==> config.mk <==
export PLATFORM = sky130hd
export DESIGN_NAME = device_slot_table_unit
export DESIGN_NICKNAME = d
export VERILOG_FILES = /design/src/dst_pkg.sv /design/src/device_slot_table_unit.sv /design/src/dst_ctrl.sv /design/src/dst_datapath.sv
export VERILOG_INCLUDE_DIRS = /design/src /design/src/src
export SDC_FILE = /design/constraint.sdc
export NUM_CORES = 1
export LEC_CHECK = 0
export BUFFER_PORTS_ARGS = -buffer_cell sky130_fd_sc_hd__buf_2
export CORE_MARGIN = 2
export CORE_UTILIZATION = 40
export CTS_CLUSTER_DIAMETER = 60
export CTS_CLUSTER_SIZE = 28
export DETAILED_ROUTE_END_ITERATION = 10
export GPL_TIMING_DRIVEN = 0
export SETUP_SLACK_MARGIN = 0.15
export SLEW_MARGIN = 25
export SYNTH_ARGS = -nofsm -noshare
export SYNTH_HDL_FRONTEND = slang
export SYNTH_SLANG_ARGS = --single-unit
==> constraint.sdc <==
create_clock -name clk -period 6.51 [get_ports clk]
set_input_delay 0.3255 -clock clk [delete_from_list [all_inputs] [get_ports clk]]
set_output_delay 0.3255 -clock clk [all_outputs]
set_load 0.01 [all_outputs]
==> src/assert_macros.svh <==
// Assertion helpers for the RTL datapath.
`ifndef ASSERT_MACROS_SVH
`define ASSERT_MACROS_SVH

// Check on every clock edge outside reset.
`define DST_ASSERT(lbl, prop, msg) \
	lbl: assert property (@(posedge clk) disable iff (!arst_n) prop) else $error(msg);

// Check on every clock edge, reset included.
`define DST_ASSERT_ALWAYS(lbl, prop, msg) \
	lbl: assert property (@(posedge clk) prop) else $error(msg);

`endif

==> src/dst_pkg.sv <==
`default_nettype none

package dst_pkg;

	localparam int SLOTS_DEF = 8;

	localparam int OPCODE_W = 2;
	localparam int ADDR_W   = 7;
	localparam int INST_W   = 4;
	localparam int STATUS_W = 2;
	localparam int INDEX_W  = 3;
	localparam int COUNT_W  = 4;

	localparam int S_TDATA_W = 16;
	localparam int S_TUSER_W = 3;
	localparam int M_TDATA_W = 16;
	localparam int M_TUSER_W = 2;

	localparam logic [OPCODE_W-1:0] OP_FIND   = 2'd0;
	localparam logic [OPCODE_W-1:0] OP_ADD    = 2'd1;
	localparam logic [OPCODE_W-1:0] OP_REMOVE = 2'd2;

	localparam logic [STATUS_W-1:0] ST_OK        = 2'd0;
	localparam logic [STATUS_W-1:0] ST_NOT_FOUND = 2'd1;
	localparam logic [STATUS_W-1:0] ST_FULL      = 2'd2;

	typedef enum logic [1:0] {
		S_IDLE,
		S_SCAN,
		S_EMIT
	} state_t;

	typedef struct packed {
		logic load;
		logic scan;
		logic emit;
	} dp_cmd_t;

	typedef struct packed {
		logic scan_done;
		logic out_free;
	} dp_sts_t;

endpackage

`default_nettype wire

==> src/device_slot_table_unit.sv <==
// Channel   Dir  tdata (low bit up)                                  tuser (low bit up)
// s_axis    in   dev_address[6:0], iface_instance[10:7], zero pad    opcode[1:0], match_any_instance[2]
// m_axis    out  slot_index[2:0], removed_count[6:3],                status[1:0]
//                entry_count[10:7], zero pad
//
// One operation at a time. Find and remove scan the slot memory one entry per cycle; add and
// the unused opcode do not scan. Remove closes gaps by writing each kept entry back during
// that same scan.
// Reset clears the entry count; slot contents are not cleared.
// The next input is taken while a result waits; a stalled result holds the block before its
// next result is loaded.
`default_nettype none

module device_slot_table_unit #(
	parameter int SLOTS = dst_pkg::SLOTS_DEF
) (
	input  wire logic                            clk,
	input  wire logic                            arst_n,
	input  wire logic                            s_axis_tvalid,
	output logic                                 s_axis_tready,
	input  wire logic [dst_pkg::S_TDATA_W-1:0]   s_axis_tdata,  // dev_address, iface_instance
	input  wire logic [dst_pkg::S_TUSER_W-1:0]   s_axis_tuser,  // opcode, match_any_instance
	output logic                                 m_axis_tvalid,
	input  wire logic                            m_axis_tready,
	output logic [dst_pkg::M_TDATA_W-1:0]        m_axis_tdata,  // slot_index, removed, entries
	output logic [dst_pkg::M_TUSER_W-1:0]        m_axis_tuser   // status
);

	dst_pkg::dp_cmd_t cmd;
	dst_pkg::dp_sts_t sts;

	logic [dst_pkg::INDEX_W-1:0] slot_index;
	logic [dst_pkg::COUNT_W-1:0] removed_count;
	logic [dst_pkg::COUNT_W-1:0] entry_count;

	dst_ctrl u_ctrl (
		.clk      (clk),
		.arst_n   (arst_n),
		.in_valid (s_axis_tvalid),
		.sts      (sts),
		.in_ready (s_axis_tready),
		.cmd      (cmd)
	);

	dst_datapath #(
		.SLOTS (SLOTS)
	) u_datapath (
		.clk                (clk),
		.arst_n             (arst_n),
		.cmd                (cmd),
		.opcode             (s_axis_tuser[1:0]),
		.dev_address        (s_axis_tdata[6:0]),
		.iface_instance     (s_axis_tdata[10:7]),
		.match_any_instance (s_axis_tuser[2]),
		.out_ready          (m_axis_tready),
		.out_valid          (m_axis_tvalid),
		.status             (m_axis_tuser),
		.slot_index         (slot_index),
		.removed_count      (removed_count),
		.entry_count        (entry_count),
		.sts                (sts)
	);

	assign m_axis_tdata = {5'b0, entry_count, removed_count, slot_index};

endmodule

`default_nettype wire

==> src/dst_ctrl.sv <==
`default_nettype none

module dst_ctrl (
	input  wire logic             clk,
	input  wire logic             arst_n,
	input  wire logic             in_valid,
	input  wire dst_pkg::dp_sts_t sts,
	output logic                  in_ready,
	output dst_pkg::dp_cmd_t      cmd
);

	dst_pkg::state_t state_q;
	dst_pkg::state_t state_nxt;

	always_ff @(posedge clk or negedge arst_n) begin
		if (!arst_n) begin
			state_q <= dst_pkg::S_IDLE;
		end else begin
			state_q <= state_nxt;
		end
	end

	always_comb begin
		state_nxt = state_q;
		case (state_q)
			dst_pkg::S_IDLE: begin
				if (in_valid) begin
					state_nxt = dst_pkg::S_SCAN;
				end
			end
			dst_pkg::S_SCAN: begin
				if (sts.scan_done) begin
					state_nxt = dst_pkg::S_EMIT;
				end
			end
			dst_pkg::S_EMIT: begin
				if (sts.out_free) begin
					state_nxt = dst_pkg::S_IDLE;
				end
			end
			default: begin
				state_nxt = dst_pkg::S_IDLE;
			end
		endcase
	end

	always_comb begin
		in_ready = 1'b0;
		cmd      = '0;
		case (state_q)
			dst_pkg::S_IDLE: begin
				in_ready = 1'b1;
				cmd.load = in_valid;
			end
			dst_pkg::S_SCAN: begin
				cmd.scan = 1'b1;
			end
			dst_pkg::S_EMIT: begin
				cmd.emit = sts.out_free;
			end
			default: begin
				in_ready = 1'b0;
			end
		endcase
	end

endmodule

`default_nettype wire

==> src/dst_datapath.sv <==
`default_nettype none

`include "assert_macros.svh"

module dst_datapath #(
	parameter int SLOTS = dst_pkg::SLOTS_DEF
) (
	input  wire logic                           clk,
	input  wire logic                           arst_n,
	input  wire dst_pkg::dp_cmd_t               cmd,
	input  wire logic [dst_pkg::OPCODE_W-1:0]   opcode,
	input  wire logic [dst_pkg::ADDR_W-1:0]     dev_address,
	input  wire logic [dst_pkg::INST_W-1:0]     iface_instance,
	input  wire logic                           match_any_instance,
	input  wire logic                           out_ready,
	output logic                                out_valid,
	output logic [dst_pkg::STATUS_W-1:0]        status,
	output logic [dst_pkg::INDEX_W-1:0]         slot_index,
	output logic [dst_pkg::COUNT_W-1:0]         removed_count,
	output logic [dst_pkg::COUNT_W-1:0]         entry_count,
	output dst_pkg::dp_sts_t                    sts
);

	localparam int IW = (SLOTS > 1) ? $clog2(SLOTS) : 1;
	localparam int CW = $clog2(SLOTS + 1);

	logic [dst_pkg::ADDR_W-1:0] addr_mem [SLOTS];
	logic [dst_pkg::INST_W-1:0] inst_mem [SLOTS];

	logic [dst_pkg::OPCODE_W-1:0] op_q;
	logic [dst_pkg::ADDR_W-1:0]   addr_q;
	logic [dst_pkg::INST_W-1:0]   inst_q;
	logic                         any_q;

	logic [CW-1:0] rd_idx_q;
	logic [CW-1:0] keep_q;
	logic [CW-1:0] removed_q;
	logic [CW-1:0] fill_q;
	logic          found_q;
	logic [IW-1:0] found_idx_q;
	logic          out_valid_q;

	logic                       vld_s1;
	logic [IW-1:0]              idx_s1;
	logic [dst_pkg::ADDR_W-1:0] addr_s1;
	logic [dst_pkg::INST_W-1:0] inst_s1;

	logic [dst_pkg::STATUS_W-1:0] status_q;
	logic [dst_pkg::INDEX_W-1:0]  slot_index_q;
	logic [dst_pkg::COUNT_W-1:0]  removed_count_q;
	logic [dst_pkg::COUNT_W-1:0]  entry_count_q;

	logic                         scan_op;
	logic                         rd_en;
	logic                         hit;
	logic                         full;
	logic                         keep_wr;
	logic                         add_wr;
	logic                         wr_en;
	logic [IW-1:0]                wr_idx;
	logic [dst_pkg::ADDR_W-1:0]   wr_addr;
	logic [dst_pkg::INST_W-1:0]   wr_inst;
	logic [dst_pkg::STATUS_W-1:0] res_status;
	logic [IW-1:0]                res_idx;
	logic [CW-1:0]                res_removed;
	logic [CW-1:0]                res_count;

	assign scan_op = (op_q == dst_pkg::OP_FIND) || (op_q == dst_pkg::OP_REMOVE);
	assign rd_en   = cmd.scan && scan_op && (rd_idx_q != fill_q);
	assign hit     = vld_s1 && (addr_s1 == addr_q) &&
	                 ((inst_s1 == inst_q) || ((op_q == dst_pkg::OP_REMOVE) && any_q));
	assign full    = (fill_q == CW'(SLOTS));
	assign keep_wr = vld_s1 && (op_q == dst_pkg::OP_REMOVE) && !hit;
	assign add_wr  = cmd.emit && (op_q == dst_pkg::OP_ADD) && !full;
	assign wr_en   = keep_wr || add_wr;
	assign wr_idx  = add_wr ? fill_q[IW-1:0] : keep_q[IW-1:0];
	assign wr_addr = add_wr ? addr_q : addr_s1;
	assign wr_inst = add_wr ? inst_q : inst_s1;

	assign sts.scan_done = !vld_s1 && (!scan_op || (rd_idx_q == fill_q));
	assign sts.out_free  = !out_valid_q || out_ready;

	always_comb begin
		res_status  = dst_pkg::ST_OK;
		res_idx     = '0;
		res_removed = '0;
		res_count   = fill_q;
		case (op_q)
			dst_pkg::OP_FIND: begin
				if (found_q) begin
					res_idx = found_idx_q;
				end else begin
					res_status = dst_pkg::ST_NOT_FOUND;
				end
			end
			dst_pkg::OP_ADD: begin
				if (full) begin
					res_status = dst_pkg::ST_FULL;
				end else begin
					res_idx   = fill_q[IW-1:0];
					res_count = CW'(fill_q + 1'b1);
				end
			end
			dst_pkg::OP_REMOVE: begin
				res_removed = removed_q;
				res_count   = keep_q;
			end
			default: begin
				res_status = dst_pkg::ST_OK;
			end
		endcase
	end

	always_ff @(posedge clk or negedge arst_n) begin
		if (!arst_n) begin
			rd_idx_q    <= '0;
			keep_q      <= '0;
			removed_q   <= '0;
			fill_q      <= '0;
			found_q     <= 1'b0;
			vld_s1      <= 1'b0;
			out_valid_q <= 1'b0;
		end else begin
			if (cmd.load) begin
				rd_idx_q  <= '0;
				keep_q    <= '0;
				removed_q <= '0;
				found_q   <= 1'b0;
				vld_s1    <= 1'b0;
			end else begin
				vld_s1 <= rd_en;
				if (rd_en) begin
					rd_idx_q <= CW'(rd_idx_q + 1'b1);
				end
				if (vld_s1 && (op_q == dst_pkg::OP_REMOVE)) begin
					if (hit) begin
						removed_q <= CW'(removed_q + 1'b1);
					end else begin
						keep_q <= CW'(keep_q + 1'b1);
					end
				end
				if (hit && (op_q == dst_pkg::OP_FIND)) begin
					found_q <= 1'b1;
				end
			end
			if (cmd.emit) begin
				if (add_wr) begin
					fill_q <= CW'(fill_q + 1'b1);
				end else if (op_q == dst_pkg::OP_REMOVE) begin
					fill_q <= keep_q;
				end
			end
			if (cmd.emit) begin
				out_valid_q <= 1'b1;
			end else if (out_ready) begin
				out_valid_q <= 1'b0;
			end
		end
	end

	always_ff @(posedge clk) begin
		if (cmd.load) begin
			op_q   <= opcode;
			addr_q <= dev_address;
			inst_q <= iface_instance;
			any_q  <= match_any_instance;
		end
		if (rd_en) begin
			addr_s1 <= addr_mem[rd_idx_q[IW-1:0]];
			inst_s1 <= inst_mem[rd_idx_q[IW-1:0]];
			idx_s1  <= rd_idx_q[IW-1:0];
		end
		if (wr_en) begin
			addr_mem[wr_idx] <= wr_addr;
			inst_mem[wr_idx] <= wr_inst;
		end
		if (hit && (op_q == dst_pkg::OP_FIND) && !found_q) begin
			found_idx_q <= idx_s1;
		end
		if (cmd.emit) begin
			status_q        <= res_status;
			slot_index_q    <= dst_pkg::INDEX_W'(res_idx);
			removed_count_q <= dst_pkg::COUNT_W'(res_removed);
			entry_count_q   <= dst_pkg::COUNT_W'(res_count);
		end
	end

	assign out_valid     = out_valid_q;
	assign status        = status_q;
	assign slot_index    = slot_index_q;
	assign removed_count = removed_count_q;
	assign entry_count   = entry_count_q;

	`DST_ASSERT(a_fill_bound, fill_q <= CW'(SLOTS), "fill count exceeds table size")
	`DST_ASSERT(a_no_rw_clash, (wr_en && rd_en) |-> (wr_idx != rd_idx_q[IW-1:0]), "read clash")
	`DST_ASSERT(a_keep_behind, keep_q <= rd_idx_q, "compaction write ahead of scan")
	`DST_ASSERT(a_emit_idle_scan, cmd.emit |-> !vld_s1 && !rd_en, "emit during scan")

endmodule

`default_nettype wire

* Yosys cells after proc, flatten, opt, wreduce, memory -nomap -nowiden
Memory sizes are Yosys's and may differ from the RTL's. A register that Yosys moved wholly into a read port is not among the register bits. Cells that the tools add are included.
Storage, ports and cells: bits of input ports 23, register bits 54, output and inout bits 20, memories kept 2, memory bits (writable) 88, word-level logic and storage cells 108
Memory list:
- u_datapath.addr_mem | words 8, bits a word 7, rd ports 1, clocked after memory_dff 1, write ports 1, line dst_datapath.sv:27 | logic [dst_pkg::ADDR_W-1:0] addr_mem [SLOTS];
- u_datapath.inst_mem | words 8, bits a word 4, rd ports 1, clocked after memory_dff 1, write ports 1, line dst_datapath.sv:28 | logic [dst_pkg::INST_W-1:0] inst_mem [SLOTS];
Cells by class: add/sub/neg operators 4, reductions and logical operators 35, multiplexer cells 36, equal/unequal tests 13
Operator list (number):
- 4-bit 2-to-1 mux | 12
- 4-bit by 1-bit adder with 4-bit output (second input constant) | 4
- 1-bit logical AND | 12
- 1-bit 2-to-1 mux | 12
- 2-bit nonzero test | 6
- 3-bit 2-to-1 mux | 3
- 4-bit equality test | 2
- 2-bit 2-to-1 mux | 4
- 4-bit one-hot mux with 2 select lines | 1
- 7-bit equality test | 1
- 7-bit 2-to-1 mux | 1
- 1-bit logical NOT | 6
- 2-bit != test (second input constant) | 3
- 2-bit one-hot mux with 3 select lines | 1
- 3-bit one-hot mux with 2 select lines | 1
- 2-bit AND reduction | 3
- 1-bit logical OR | 5
- 2-bit by 1-bit equality test with 1-bit output (second input constant) | 2
- 2-bit equality test (second input constant) | 2
- 4-bit equality test (second input constant) | 1
- 2-bit logical NOT | 2
- 4-bit != test | 1
- 2-bit one-hot mux with 2 select lines | 1
- 3-bit AND reduction | 1
- 2-bit by 1-bit != test with 1-bit output (second input constant) | 1

* Logic depth before layout (Yosys ltp)
depth in word-level cells 9, mapped depth 9, gate-level depth less buffers 7

* Modules after synthesis
Synthesis repeated with hierarchy kept, for this count alone.
Unflattened totals: cell total of the unflattened synthesis 407, area total of the unflattened synthesis 6439.9 µm²
Modules (own cells, without submodules):
- dst_datapath | cells each 389, instances 1, area an instance 6278.5 µm²
- dst_ctrl | cells each 12, instances 1, area an instance 120.1 µm²
- device_slot_table_unit | cells each 6, instances 1, area an instance 41.3 µm²

* Worst setup path after synthesis
Ideal clock, no wire load.
path kind register to register, start register u_datapath.fill_q[0], end memory u_datapath.addr_mem[6][0] (netlist bit), enable pin, stages on the path, launching flop included 10, path buffers 2, setup slack 3.966 ns, arrival 2.165 ns, library setup time 0.378 ns, clock period less this slack 2.544 ns, cells stage by stage dfrtp_1 clkbuf_1 inv_1 ha_1 nand3b_1 nand4_1 buf_2 nor3_1 a31oi_1 nor2_1
Between the ends: word-level cells in the longest chain between the ends 6, elaborated cells on any way between the ends 7, those cells by class 1 x eq/ne; 3 x mux; 3 x reduce/logical
RTL lines:
- start: declaration | line dst_datapath.sv:38 | logic [CW-1:0] fill_q;
- start signal: assignment | line dst_datapath.sv:148 | fill_q <= CW'(fill_q + 1'b1);
- start signal: assignment | line dst_datapath.sv:150 | fill_q <= keep_q;
- 4-bit equality test | line dst_datapath.sv:72 | assign full = (fill_q == CW'(SLOTS));
- 1-bit logical NOT | line dst_datapath.sv:74 | assign add_wr = cmd.emit && (op_q == dst_pkg::OP_ADD) && !full;
- 1-bit logical AND | line dst_datapath.sv:74
- 1-bit logical OR | line dst_datapath.sv:75 | assign wr_en = keep_wr || add_wr;
- 1-bit 2-to-1 mux | line dst_datapath.sv:173 | if (wr_en) begin
- 1-bit 2-to-1 mux (implied by the code) | line dst_datapath.sv:174 | addr_mem[wr_idx] <= wr_addr;
- end: declaration | line dst_datapath.sv:27
Parallel ways exist; a longest one is shown, timed or not.

* Worst setup path in the final report
start register u_datapath.fill_q[0], end memory u_datapath.inst_mem[5][3] (netlist bit), enable pin
Between the ends: word-level cells in the longest chain between the ends 6, elaborated cells on any way between the ends 7, those cells by class 1 x eq/ne; 3 x mux; 3 x reduce/logical
RTL lines:
- 4-bit equality test | line dst_datapath.sv:72
- 1-bit logical NOT | line dst_datapath.sv:74
- 1-bit logical AND | line dst_datapath.sv:74
- 1-bit logical OR | line dst_datapath.sv:75
- 1-bit 2-to-1 mux | line dst_datapath.sv:173
- 1-bit 2-to-1 mux (implied by the code) | line dst_datapath.sv:175 | inst_mem[wr_idx] <= wr_inst;
- end: declaration | line dst_datapath.sv:28
Parallel ways exist; a longest one is shown, timed or not.

==> flow_results.org <==
** Run status
- Status :: finished clean

** Logic synthesis
- After synthesis, the share of cell area in mux cells is 0.122.
- Of all cell types, the one taking the most synthesized area is edfxtp_1.
- Among all flip-flop cells after synthesis, the most frequent one is edfxtp_1.
- Averaged over all synthesized cells, the footprint is 16.4 µm².
- Of the total synthesized cell area, the portion taken by XOR and XNOR cells is 0.0272.
- Main area contributors after synthesis :: edfxtp_1 (62%), dfrtp_1 (8.2%), mux4_2 (7.7%), mux2_2 (4.0%), xor2_1 (1.9%)
- Counting every instance in the synthesized netlist gives 392.
- In this run, distinct cell masters in the synthesized netlist total 45.
- Of the total synthesized cell area, the portion taken by AND, OR, NAND and NOR gates is 0.0686.
- Part of the Yosys area used for sequential elements :: 0.698
- Cell area after synthesis :: 6430 µm²
- Compound-Gate Fraction of Synth Area :: 0.0428
- List of most frequent post-synthesis cells :: edfxtp_1 (132), nor2_1 (27), mux2_2 (23)
- Post-synthesis adder-cell area fraction :: 0.0175
- Number of synthesized flops with an enable pin :: 132
- In this run, synthesis produced a sequential element count of 153.
- After synthesis, the share of flip-flops with an asynchronous set or reset is 0.137.
- Yosys instantiated no cell more often than edfxtp_1.
- The share of synthesized area in the top cell type comes to 0.616.
- Count of yosys warnings during synthesis :: 0
- Dominant combinational cell family by area after synthesis :: multiplexers

** STA
- The count of endpoints failing hold in the final timing report was 0.
- Setup violations remaining at the end of the flow were counted as 0.
- At the pin with the least slew margin, the transition time is 884 ps.
- Setup repair after global routing missed its margin :: false
- Dividing the final minimum period by the clock period gives 0.491.
- Final min period :: 3200 ps
- Post-route clock skew :: 7.62 ps
- Post-route setup TNS :: 0 ps
- The final number of max-transition violations was 0.
- Derived from the worst setup path, the maximum achievable clock frequency is 313 MHz.
- Worst slew margin relative to its limit :: 0.411

** Floorplanning
- Initial core utilization :: 0.407
- In this run the horizontal extent of the chip is 131 µm.
- The floorplan step defined a core boundary enclosing 15800 µm².
- 43 I/O pins were placed.
- Die outline area :: 17100 µm²
- Standard-cell rows :: 46
- Height of the die :: 131 µm

** Clocking
- Clock Sinks :: 153
- TritonCTS clock tree :: yes
- Counting the buffers created by CTS gives 17.
- Root buffer cell :: clkbuf_16
- Clock-pin slew was measured on the worst setup and hold paths at 60 ps.
- Post-CTS Resized :: 0
- The H-tree generated during clock tree synthesis spans 4 levels.
- Maximum buffer depth of the clock tree :: 2
- The later pin in the worst-skew pair is clocked with a latency of 420 ps.

** Power and ir drop
- Relative contribution of the clock network to total power :: 0.334
- Of the total power, registers draw 0.439.
- Switching Fraction :: 0.281
- For this design the ratio of total power to cell area is 391 nW/µm².
- Internal power summed over all cells :: 2110 µW
- Summing internal, switching and leakage power gives 2930 µW.
- In this run the power spent charging and discharging nets is 822 µW.
- Worst supply voltage drop on vdd :: 0.000207 V
- Leakage :: 0.00262 µW
- Gate power share :: 0.226

** Global routing
- Wire length of the first global-routing pass :: 19700 µm
- The number of global-route vias before repair came to 3467.
- Largest net degree at the start of global routing :: 24
- Across every metal layer, demand over resource in global routing totals 0.162.
- The number of antenna violations at the first check in global routing was 0.
- Overflow left after global routing :: 0

** Layout
- For this run, the post-layout net count is 480.
- Diode insertion count for antenna repair :: 0
- Fillers :: 1379
- Compared with the post-synthesis result, the final layout area differs by 16.5%.
- In the final layout, the share of cells above drive strength 1 is 0.279.

** Critical path
- Worst EP arrival :: 3240 ps
- Crit. End Element :: flop
- At the worst endpoint, the required time is 6560 ps.
- Highest cell delay on the worst timing path :: 760 ps
- On the critical path, the stage with the largest delay is an instance of nor2_2.
- Of all nets on the critical path, the largest fanout is 11.
- Cell Chain, Critical Path :: clkbuf_1 -> inv_1 -> ha_1 -> nand3b_1 -> nand4_1 -> buf_2 -> nor2_1 -> a31oi_1 -> nor2_2
- Element type at the critical path start :: flop
- The critical path in this run is classified as flop to flop.

** Flow run
- Max-cap violations in this run came to 0.

** Placement
- Weighted congestion at the end of routability-driven global placement :: 0.831
- In this run the tool buffered the top-level ports with 32 buffer cells.
- The HPWL after detailed placement is 8100 µm.

** Routing
- In this run the remaining antenna-violating nets after routing total 0.
- In this run, the number of DRC markers left after iteration 0 of detailed routing was 264.
- Wirelength per Cell :: 19.0 µm
- Summed over all layers, the routed wires come to 12800 µm.
- DRC violation count after routing :: 0
- Across all layers, the routed design uses 3511 vias.
- After detailed routing, the number of vias per cell comes to 5.20.
- The pre-antenna-repair detailed-routing pass consisted of 5 iterations.

** Worst hold path
- In this run the worst hold path is classified as input pin to flop.
## critical path, delay by kind of cell (launching register included)
family,cells,cell delay [ps]
AND/OR/NAND/NOR,4,1390
AO/OA/AOI/OAI,1,140
adder cells (fa/ha/maj),1,210
buffers and inverters,3,710
flip-flops,1,380
## placed cells by master, fill, tap and decap left out, types with 3 or more instances in the layout
cell,n
o21ai_0,5
nand3_1,11
mux2i_1,3
dfrtp_1,21
conb_1,5
nor2_2,8
buf_4,5
nand2_1,19
mux4_2,22
ha_1,9
nor3_1,3
clkbuf_16,17
clkbuf_1,13
nand2b_1,4
and2_1,7
o221ai_1,3
a21oi_1,10
mux2_2,23
nor3b_1,4
xor2_1,14
edfxtp_1,132
nor2b_1,3
buf_2,37
nor2_1,19
bufinv_16,3
xnor2_1,6
a31oi_1,6
nand4_1,4
inv_1,11
## sequential cells by signal (all words and copies together), names as in the netlist, 7 cells and up
register / count
u_datapath.addr_mem: 56
u_datapath.inst_mem: 32
u_datapath.addr_q: 7
u_datapath.addr_s1: 7
## logic make-up after synthesis
family	count (synthesis)
adders and majority gates	9
other	1
buffers and inverters	34
xor gates and xnor gates	20
AOI/OAI and AO/OA	38
DFF	153
muxes	48
and+or+nand+nor	89
## per-stage QoR
step / util / cell area, µm² / hold WS [ps] / std cells / setup WS, ps
final: 0.474 / 7490 / 74.7 / 675 / 3310
after CTS: 0.474 / 7490 / 54.9 / 675 / 3320
after floorplan: - / 6450 / 29.9 / 396 / 3970
after global placement: 0.435 / 6880 / 316 / 644 / 3030
after global routing: 0.474 / 7490 / 56.3 / 675 / 3020
after detailed placement: 0.436 / 6900 / 338 / 644 / 3330
## area by class of cell
cell class	count	area (µm²)	share of cell area
Buffer	23	114	0.0152
Sequential cell	153	4490	0.599
Tap cell	216	270	0.0361
Multi-Input combinational cell	209	1830	0.244
Timing Repair Buffer	33	170	0.0227
Inverter	11	41.3	0.00551
Clock buffer	19	433	0.0578
Clock inverter	11	149	0.0199
## per-layer routing
| layer | share of wire | routed length, µm | GRT usage | vias to the layer above |
|---|---|---|---|---|
| met3 | 0.050 | 637 | 0.0456 | 18 |
| met1 | 0.46 | 5900 | 0.216 | 1794 |
| met4 | 0.015 | 189 | 0.0507 | 0 |
| li1 | - | - | - | 1603 |
| met5 | 0 | 0 | 0 | - |
| met2 | 0.48 | 6090 | 0.261 | 96 |
## timing repair
item | CTS | global route
buffers inserted | 0 | 0
hold endpoints to repair | 21 | 0
hold buffers | 1 | 0
## power by group through the flow
stage	combinational [µW]	clock, µW	sequential (µW)
2_1_floorplan	474	0	1300
3_3_place_gp	655	0	1300
3_5_place_dp	673	0	1310
4_1_cts	676	997	1290
5_1_grt	736	1030	1300
6_report	663	979	1290
## worst paths after layout
| path | slack (ps) | cells past startpoint | to | startpoint |
|---|---|---|---|---|
| max | 3310 | 9 | u_datapath.inst_mem[5][3] | u_datapath.fill_q[0] |
| min | 70 | 1 | u_datapath.addr_q[1] | s_axis_tdata[1] |
| max reg2reg | 3310 | 9 | u_datapath.inst_mem[5][3] | u_datapath.fill_q[0] |
| min reg2reg | 430 | 0 | u_datapath.found_idx_q[1] | u_datapath.idx_s1[1] |
| max in group asynchronous | 5730 | 2 | u_datapath.keep_q[0] | arst_n |
| min in group asynchronous | 420 | 2 | u_datapath.fill_q[2] | arst_n |
Power figures use the tool's default switching activity.
